### config.mk
export PLATFORM = sky130hd
export DESIGN_NAME = gate_motion_controller_unit
export DESIGN_NICKNAME = d
export VERILOG_FILES = /design/src/sv/gmc_pkg.sv /design/src/sv/gmc_cfg.sv /design/src/sv/gmc_fsm.sv /design/src/sv/gate_motion_controller_unit.sv
export SDC_FILE = /design/constraint.sdc
export NUM_CORES = 1
export LEC_CHECK = 0
export BUFFER_PORTS_ARGS = -buffer_cell sky130_fd_sc_hd__buf_2
export CAP_MARGIN = 20
export CORE_MARGIN = 8
export CORE_UTILIZATION = 40
export CTS_CLUSTER_SIZE = 40
export DETAILED_ROUTE_END_ITERATION = 8
export HOLD_SLACK_MARGIN = 0.1
export PLACE_DENSITY = 0.65
export SETUP_SLACK_MARGIN = 0.2
export SYNTH_ARGS = -nofsm -noshare
export SYNTH_HDL_FRONTEND = slang
export SYNTH_SLANG_ARGS = --single-unit
### constraint.sdc
create_clock -name clk -period 3.5 [get_ports clk]
set_clock_uncertainty 0.2 [all_clocks]
set_input_delay 0.35 -clock clk [delete_from_list [all_inputs] [get_ports clk]]
set_output_delay 0.35 -clock clk [all_outputs]
set_load 0.01 [all_outputs]
### src/sv/gmc_pkg.sv
// Package for the gate motion controller: types, constants and register codes.
package gmc_pkg;

    localparam int TIMER_W    = 16;
    localparam int THRESH_W   = 16;
    localparam int DRIVE_W    = 12;
    localparam int CFG_DATA_W = 16;
    localparam int CFG_ADDR_W = 3;
    localparam int CMP_W      = (TIMER_W > THRESH_W) ? TIMER_W : THRESH_W;

    localparam logic [CFG_ADDR_W-1:0] CFG_AUTO_CLOSE    = 3'd0;
    localparam logic [CFG_ADDR_W-1:0] CFG_PAUSE         = 3'd1;
    localparam logic [CFG_ADDR_W-1:0] CFG_DRIVE_OPENING = 3'd2;
    localparam logic [CFG_ADDR_W-1:0] CFG_DRIVE_CLOSING = 3'd3;
    localparam logic [CFG_ADDR_W-1:0] CFG_DRIVE_STOP    = 3'd4;

    localparam logic [THRESH_W-1:0] AUTO_CLOSE_RST    = 16'd1000;
    localparam logic [THRESH_W-1:0] PAUSE_RST         = 16'd500;
    localparam logic [DRIVE_W-1:0]  DRIVE_OPENING_RST = 12'd400;
    localparam logic [DRIVE_W-1:0]  DRIVE_CLOSING_RST = 12'd200;
    localparam logic [DRIVE_W-1:0]  DRIVE_STOP_RST    = 12'd307;

    typedef enum logic [2:0] {
        ST_CLOSED        = 3'd0,
        ST_OPENING       = 3'd1,
        ST_OPEN          = 3'd2,
        ST_CLOSING       = 3'd3,
        ST_PAUSE_OPENING = 3'd4,
        ST_PAUSE_CLOSING = 3'd5
    } gate_state_t;

    typedef struct packed {
        logic open_limit_n;
        logic closed_limit_n;
        logic ir_blocked;
        logic remote_open;
        logic remote_close;
    } in_item_t;

    typedef struct packed {
        logic [2:0]         gate_state;
        logic               drive_write;
        logic [DRIVE_W-1:0] drive_value;
    } out_item_t;

    typedef struct packed {
        logic [THRESH_W-1:0] auto_close_ticks;
        logic [THRESH_W-1:0] pause_ticks;
        logic [DRIVE_W-1:0]  drive_opening;
        logic [DRIVE_W-1:0]  drive_closing;
        logic [DRIVE_W-1:0]  drive_stop;
    } cfg_t;

endpackage

### src/sv/gmc_cfg.sv
// Configuration register file of the gate motion controller.
module gmc_cfg
    import gmc_pkg::*;
(
    input  logic                  clk,
    input  logic                  rst_n,
    input  logic                  cfg_wr_en,
    input  logic [CFG_ADDR_W-1:0] cfg_addr,
    input  logic [CFG_DATA_W-1:0] cfg_data,
    output cfg_t                  cfg
);

    cfg_t cfg_reg;

    always_ff @(posedge clk or negedge rst_n)
    begin
        if (!rst_n)
        begin
            cfg_reg.auto_close_ticks <= AUTO_CLOSE_RST;
            cfg_reg.pause_ticks      <= PAUSE_RST;
            cfg_reg.drive_opening    <= DRIVE_OPENING_RST;
            cfg_reg.drive_closing    <= DRIVE_CLOSING_RST;
            cfg_reg.drive_stop       <= DRIVE_STOP_RST;
        end
        else if (cfg_wr_en)
        begin
            unique case (cfg_addr)
                CFG_AUTO_CLOSE:    cfg_reg.auto_close_ticks <= cfg_data[THRESH_W-1:0];
                CFG_PAUSE:         cfg_reg.pause_ticks      <= cfg_data[THRESH_W-1:0];
                CFG_DRIVE_OPENING: cfg_reg.drive_opening    <= cfg_data[DRIVE_W-1:0];
                CFG_DRIVE_CLOSING: cfg_reg.drive_closing    <= cfg_data[DRIVE_W-1:0];
                CFG_DRIVE_STOP:    cfg_reg.drive_stop       <= cfg_data[DRIVE_W-1:0];
                default:           ;
            endcase
        end
    end

    assign cfg = cfg_reg;

endmodule

### src/sv/gmc_fsm.sv
// Gate state machine: pending requests, timer and servo drive for one item a cycle while step is high.
module gmc_fsm
    import gmc_pkg::*;
(
    input  logic      clk,
    input  logic      rst_n,
    input  logic      step,
    input  in_item_t  item,
    input  cfg_t      cfg,
    output out_item_t result
);

    gate_state_t        mode_reg, mode_next;
    logic [TIMER_W-1:0] elapsed_reg, elapsed_next;
    logic               open_pend_reg, open_pend_next;
    logic               close_pend_reg, close_pend_next;

    logic               open_req;
    logic               close_req;
    logic [TIMER_W-1:0] elapsed_inc;
    logic               auto_close_due;
    logic               pause_due;

    assign open_req    = open_pend_reg | item.remote_open;
    assign close_req   = close_pend_reg | item.remote_close;
    assign elapsed_inc = (elapsed_reg == {TIMER_W{1'b1}}) ? elapsed_reg
                                                          : elapsed_reg + 1'b1;
    assign auto_close_due = CMP_W'(elapsed_inc) >= CMP_W'(cfg.auto_close_ticks);
    assign pause_due      = CMP_W'(elapsed_inc) >= CMP_W'(cfg.pause_ticks);

    // next state
    always_comb
    begin
        mode_next       = mode_reg;
        elapsed_next    = elapsed_reg;
        open_pend_next  = open_req;
        close_pend_next = close_req;
        unique case (mode_reg)
            ST_CLOSED:
            begin
                if (open_req)
                begin
                    open_pend_next = 1'b0;
                    mode_next      = ST_OPENING;
                end
            end
            ST_OPEN:
            begin
                if (close_req)
                begin
                    close_pend_next = 1'b0;
                    mode_next       = ST_CLOSING;
                end
                else
                begin
                    elapsed_next = elapsed_inc;
                    if (auto_close_due)
                        mode_next = ST_CLOSING;
                end
            end
            ST_OPENING:
            begin
                if (item.ir_blocked)
                begin
                    mode_next    = ST_PAUSE_OPENING;
                    elapsed_next = '0;
                end
                else if (!item.open_limit_n)
                begin
                    mode_next    = ST_OPEN;
                    elapsed_next = '0;
                end
            end
            ST_CLOSING:
            begin
                if (item.ir_blocked)
                begin
                    mode_next    = ST_PAUSE_CLOSING;
                    elapsed_next = '0;
                end
                else if (!item.closed_limit_n)
                    mode_next = ST_CLOSED;
            end
            ST_PAUSE_OPENING, ST_PAUSE_CLOSING:
            begin
                if (item.ir_blocked)
                    elapsed_next = '0;
                else
                begin
                    elapsed_next = elapsed_inc;
                    if (pause_due)
                        mode_next = ST_OPENING;
                end
            end
            default:
                mode_next = ST_CLOSED;
        endcase
    end

    // outputs
    always_comb
    begin
        result.gate_state  = mode_next;
        result.drive_write = 1'b0;
        result.drive_value = '0;
        unique case (mode_reg)
            ST_OPENING:
            begin
                result.drive_write = 1'b1;
                result.drive_value = (item.ir_blocked || !item.open_limit_n)
                                     ? cfg.drive_stop : cfg.drive_opening;
            end
            ST_CLOSING:
            begin
                result.drive_write = 1'b1;
                result.drive_value = (item.ir_blocked || !item.closed_limit_n)
                                     ? cfg.drive_stop : cfg.drive_closing;
            end
            default:
            begin
                result.drive_write = 1'b0;
                result.drive_value = '0;
            end
        endcase
    end

    always_ff @(posedge clk or negedge rst_n)
    begin
        if (!rst_n)
        begin
            mode_reg       <= ST_CLOSED;
            elapsed_reg    <= '0;
            open_pend_reg  <= 1'b0;
            close_pend_reg <= 1'b0;
        end
        else if (step)
        begin
            mode_reg       <= mode_next;
            elapsed_reg    <= elapsed_next;
            open_pend_reg  <= open_pend_next;
            close_pend_reg <= close_pend_next;
        end
    end

endmodule

### src/sv/gate_motion_controller_unit.sv
// Top level of the gate motion controller: input stage, state machine, result stage.
//
// One input item is one control tick: limit switches (active low), IR barrier
// and remote open/close requests. Every item gives exactly one result item with
// the gate state after the tick and any servo drive write.
// Both channels use valid/stall; an item moves on an edge with valid high and
// stall low. Configuration registers are written through cfg_wr_en, cfg_addr
// and cfg_data; the user must write them only while no item is in flight, as
// the block does not enforce this. An accepted item waits in the input
// register, which feeds the state update that loads the result register.
// Throughput: one item every cycle while out_stall is low; one FSM update per item.
// When the receiver stalls, the result register holds, the input register
// fills, and in_stall rises only once both are full.
// Reset (rst_n, asynchronous, active low) empties both stages, puts the gate
// in closed with the timer and pending requests clear, and loads the default
// thresholds and drive values.
module gate_motion_controller_unit
    import gmc_pkg::*;
(
    input  logic                  clk,
    input  logic                  rst_n,
    input  logic                  in_valid,
    output logic                  in_stall,
    input  in_item_t              in_item,
    output logic                  out_valid,
    input  logic                  out_stall,
    output out_item_t             out_item,
    input  logic                  cfg_wr_en,
    input  logic [CFG_ADDR_W-1:0] cfg_addr,
    input  logic [CFG_DATA_W-1:0] cfg_data
);

    cfg_t      cfg;
    out_item_t result;

    logic      s1_valid_reg;
    in_item_t  s1_item_reg;
    logic      out_valid_reg;
    out_item_t out_item_reg;
    logic      s1_adv;

    assign s1_adv   = s1_valid_reg && (!out_valid_reg || !out_stall);
    assign in_stall = s1_valid_reg && !s1_adv;

    gmc_cfg u_cfg (
        .clk       (clk),
        .rst_n     (rst_n),
        .cfg_wr_en (cfg_wr_en),
        .cfg_addr  (cfg_addr),
        .cfg_data  (cfg_data),
        .cfg       (cfg)
    );

    gmc_fsm u_fsm (
        .clk    (clk),
        .rst_n  (rst_n),
        .step   (s1_adv),
        .item   (s1_item_reg),
        .cfg    (cfg),
        .result (result)
    );

    always_ff @(posedge clk or negedge rst_n)
    begin
        if (!rst_n)
        begin
            s1_valid_reg  <= 1'b0;
            out_valid_reg <= 1'b0;
        end
        else
        begin
            if (!in_stall)
                s1_valid_reg <= in_valid;
            if (!out_valid_reg || !out_stall)
                out_valid_reg <= s1_valid_reg;
        end
    end

    always_ff @(posedge clk)
    begin
        if (in_valid && !in_stall)
            s1_item_reg <= in_item;
        if (s1_adv)
            out_item_reg <= result;
    end

    assign out_valid = out_valid_reg;
    assign out_item  = out_item_reg;

`ifndef SYNTH
    a_stall_only_full: assert property (@(posedge clk) disable iff (!rst_n)
        in_stall |-> (s1_valid_reg && out_valid_reg && out_stall))
        else $error("input stalled without a full pipeline");

    a_adv_fills_out: assert property (@(posedge clk) disable iff (!rst_n)
        s1_adv |=> out_valid_reg)
        else $error("advanced item did not reach the result register");

    a_no_write_zero: assert property (@(posedge clk) disable iff (!rst_n)
        (out_valid && !out_item.drive_write) |-> (out_item.drive_value == '0))
        else $error("drive value set without a drive write");

    a_state_legal: assert property (@(posedge clk) disable iff (!rst_n)
        out_valid |-> (out_item.gate_state <= 3'd5))
        else $error("unreachable gate state reported");
`endif

endmodule

== Yosys cells after proc, flatten, opt, wreduce, memory -nomap -nowiden ==
Cells that the tools add are included.
Widths: inputs -> output; s select.
Operators by class
  add/subtract/negate cells: 1
  multipliers: 0
  div/mod/pow operators: 0
  $lt $le $gt $ge: 2
  eq/ne operators: 13
  shifts and indexed selects: 0
  multiplexer cells: 22
  bitwise logic cells: 2
  reductions and logical operators: 22
Operator list (count)
  $mux 16: 6
  $pmux 16 s4: 1
  $ge 16x16->1: 2
  $mux 3: 9
  $pmux 13 s2: 1
  $mux 12: 2
  $add 16x1->16 const B: 1
  $eq 16x16->1 const B: 1
  $pmux 3 s5: 1
  $eq 3x2->1 const B: 4
  $reduce_and 2->1: 5
  $eq 3x3->1 const B: 3
  $eq 3x1->1 const B: 2
  $logic_not 1->1: 6
  $logic_not 3->1: 2
  $reduce_and 5->1: 1
  $ne 2x2->1 const B: 2
  $reduce_bool 4->1: 1
  $logic_and 1x1->1: 3
  $logic_or 1x1->1: 3
  $ne 3x3->1 const B: 1
  $mux 1: 2
  $or 1x1->1: 2
  $reduce_or 2->1: 1
Word-level totals
  register bits after elaboration: 112
  bits in latches: 0
  memory bits (writable): 0
  memory bits (read-only): 0
  bits of input ports: 29
  output and inout port bits: 18
  word-level logic and storage cells: 81
  memories kept: 0

== Longest topological paths before layout ==
  depth after elaboration: 7
  gate-level depth with buffers: 13
  mapped depth without buffers: 13

== Hierarchy ==
A second synthesis with hierarchy kept.
Unflattened totals
  cell total of the unflattened synthesis: 523
  area, all modules: 6168.4 µm²
By module, submodules not included
  gmc_fsm: instances 1, cells an instance 347, area each 2839.0 µm², seq. area each 525.5 µm²
  gmc_cfg: instances 1, cells an instance 147, area each 2606.2 µm², seq. area each 1730.4 µm²
  gate_motion_controller_unit: instances 1, cells an instance 29, area each 723.2 µm², seq. area each 680.7 µm²

== Worst setup path before layout ==
Ideal clock, no wire load.
  path kind: flip-flop to flip-flop
  start: reg u_fsm.elapsed_reg[4]
  end: reg out_item_reg (netlist bit out_item[13]) (data pin)
  setup time: 259 ps
  arrival time: 2882 ps
  required time: 3041 ps
  path slack: 159 ps
  stages on the path, launching flop included: 13
  path buffers: 0
  period minus slack after synthesis: 3341 ps
  path through: dfrtp_1 > and4_4 > nand3_4 > or3b_4 > nor2_1 > mux2_2 > ha_1 > nand2b_1 > nor2_1 > a221oi_1 > o41ai_1 > o21a_1 > o31a_1
RTL lines
  from (decl): line gmc_fsm.sv:14  | logic [TIMER_W-1:0] elapsed_reg, elapsed_next;
  from (signal assigned): line gmc_fsm.sv:139  | elapsed_reg <= elapsed_next;
  to (signal assigned): line gate_motion_controller_unit.sv:84  | out_item_reg <= result;
  to (decl): line gate_motion_controller_unit.sv:39  | out_item_t out_item_reg;

==> run summary <==
status - completed
Post-Place Worst Slack - -0.0117 ns
multiplexer share of the synthesized area - 9.77%
post-route setup slack - 0.0726 ns
Routed wire per std cell - 16.8 um
Core Rows - 44
Yosys cell types - 62
CTS tree - yes
Yosys reg bits - 112
port bufs - 46
crit path from - u_fsm.elapsed_reg[7]
YS warnings - 0
initial antenna violation count - 0
top_reg_cell synth - dfrtp_1
placed insts - 775
top cells by area, synth - dfrtp_1 (29%), edfxtp_1 (11%), dfstp_2 (10%)
total number of vias - 4,456
r2r setup slk - 0.07 ns
syn_nets - 613
drt first pass iters - 4
number of global-route vias before repair - 4,615
wire length on met2 - 7090 um
max reg flops - 68
Leak Pwr - 3.24 nW
crit-path max FO - 4
Max Fclk - 292 MHz
GRT overflow - 0
I/O pin count - 47
met3 WL - 539 um
HPWL Detailed - 9470 um
DRC - 0
final setup fails - 0
largest net degree at the start of global routing - 87
Post-synth EDFFs - 21
Clk Latency, worst-skew pair - 0.35 ns
worst hold path startpoint - cfg_data[10]
CP Class - flop to flop
Period Utilization, post-route - 97.9%
max cap viols - 0
Critical Path AT - 3.33 ns
Reg2Reg Launch Point - u_fsm.elapsed_reg[7]
Worst Setup Start Kind - flop
Syn Area/Cell - 10.7 um2
Die H - 137 um
met1 WL - 6160 um
Critical Path RT - 3.40 ns
multi-input combinational cell area - 2980 um2
Antenna diodes - 0
First DRT Iteration DRCs - 475
Async SR Flop Fraction - 81.3%
Reg area - 2940 um2
Worst Hold Class - primary input to flop
# fillers - 1,220
top layer in use - met4
simple logic cell fraction of the synthesized area - 13.3%
Peak VDD IR - 0.263 mV
Initial Utilization - 40.7%
Hold Fails Final Rpt - 0
Routed WL - 14,100 um
DRT antenna net count - 0
top cells by count, synth - dfrtp_1 (68), nand2_1 (62), o21ai_0 (48)
Sink Count - 112
post-synthesis compound-gate area fraction - 14.4%
RSZ-0062 raised after global routing - true
via/cell ratio - 5.33
first-pass GRT wire length - 23,000 um
Yosys top cell by area - dfrtp_1
Area Growth Syn to Fin - 25.3%
fin crit period - 3.43 ns
GRT Total Usage - 15.3%
Die ar. - 18,900 um2
Netlist Area Pre-Place - 5890 um2
final-stage net count - 709
Mapped Cells - 551
cell with the most instances after synthesis - dfrtp_1
CP endpoint kind - flop
final RePlAce weighted congestion - 0.920
Clock Pin Slew Worst Setup and Hold Paths - 0.07 ns
Bufs on Longest Clock Path - 2
sequential area share after synthesis - 49.8%
Num CTS Buffers - 9
CTS root buf - clkbuf_16
core area - 14,500 um2
Max Slew Vio Count - 0
Yosys top cell area share - 28.9%
XOR/XNOR Fraction of Synth Area - 1.49%
worst-margin pin slew - 0.844 ns
post-route insts no fill - 836
Post-Synth Adder-Cell Area - 7.01%
power density over the cells - 544 nW/um2
layout cell share with drive strength beyond 1 - 32.5%
CTS HTree Levels - 3
relative slew slack - 43.4%
largest family of logic cells by synthesized area - compound AO/OA/AOI/OAI gates
die width - 137 um
-- cell usage in the layout, fill, tap and decap left out, types with 5 or more instances in the layout --
cell type and instances:
dlygate4sd3_1 22, a21oi_1 22, clkbuf_16 9, a22o_1 6, mux2i_1 11, nor2_2 5, dfrtp_1 68, nor2_1 11
inv_1 36, nor2b_1 14, mux2_2 39, o21ai_0 45, edfxtp_1 21, ha_1 28, a211oi_1 23, a31oi_1 8
buf_2 45, nand2_1 61, buf_4 39, dfstp_2 23, nand3_1 6
-- critical path, cell delays in order (launching register included) --
cell,delay [ns]
dfrtp_1,0.38
and4_4,0.25
nand3_4,0.12
nor4_4,0.32
buf_4,0.19
xor2_1,0.28
ha_1,0.29
and3_1,0.14
o21ai_0,0.14
a31oi_1,0.13
o311a_1,0.41
o31a_1,0.32
-- path summary, 6_finish.rpt --
| kind | to | cells after the start |
|---|---|---|
| max in group asynchronous | u_cfg.cfg[41] | 4 |
| max | out_item[13] | 11 |
| max reg2reg | out_item[13] | 11 |
| min reg2reg | out_valid | 1 |
| min | u_cfg.cfg[62] | 3 |
| min in group asynchronous | u_cfg.cfg[3] | 2 |
-- per-stage QoR --
step	hold slack, ns	power (mW)	util [%]	instance area (um2)	TNS (ns)
finish	0.106	4.02	51.0	7390	0
global route	0.120	4.25	51.0	7390	-0.0183
CTS	0.100	3.95	49.6	7180	0
floorplan	-0.146	2.47	-	5910	0
global placement	0.266	2.72	44.4	6420	0
detailed placement	0.285	2.77	44.4	6420	-0.0117
-- area by class of cell --
class	instances	area share, %
timing repair buffer	108	10.5
clock inverter	4	1.05
clock buffer	12	3.34
sequential	112	39.8
tap	184	3.12
multi-input combinational	378	40.3
inverter	38	1.93
-- cell families (layout without fill, tap and decap cells) --
group,Yosys count,in the layout
mux,52,52
flops,112,112
simple gates,149,149
fa+ha+maj,33,33
xor+xnor,10,10
buf+inv,61,162
compound gates,134,134
-- repair_timing --
action / 4_1_cts / 5_1_grt
endpoints found under the hold margin: 101 / 0
hold buffers: 22 / 0
resized for setup: 21 / 22
setup endpoints to repair: 3 / 4
setup buffers: 16 / 6
pin swaps: 21 / 21
-- report_power, final --
| group | internal [mW] | switching [mW] |
|---|---|---|
| Combinational | 0.508 | 0.608 |
| Clock | 0.652 | 0.474 |
| Sequential | 1.62 | 0.155 |
| Total | 2.78 | 1.24 |
-- routing by layer --
metal  global-route usage, %  up-vias
met5                       0        -
met4                    6.04        0
met3                    2.12       21
met2                    26.1       92
met1                    19.0     2176
li1                        -     2167
No activity file was read; power rests on OpenSTA's default activity.
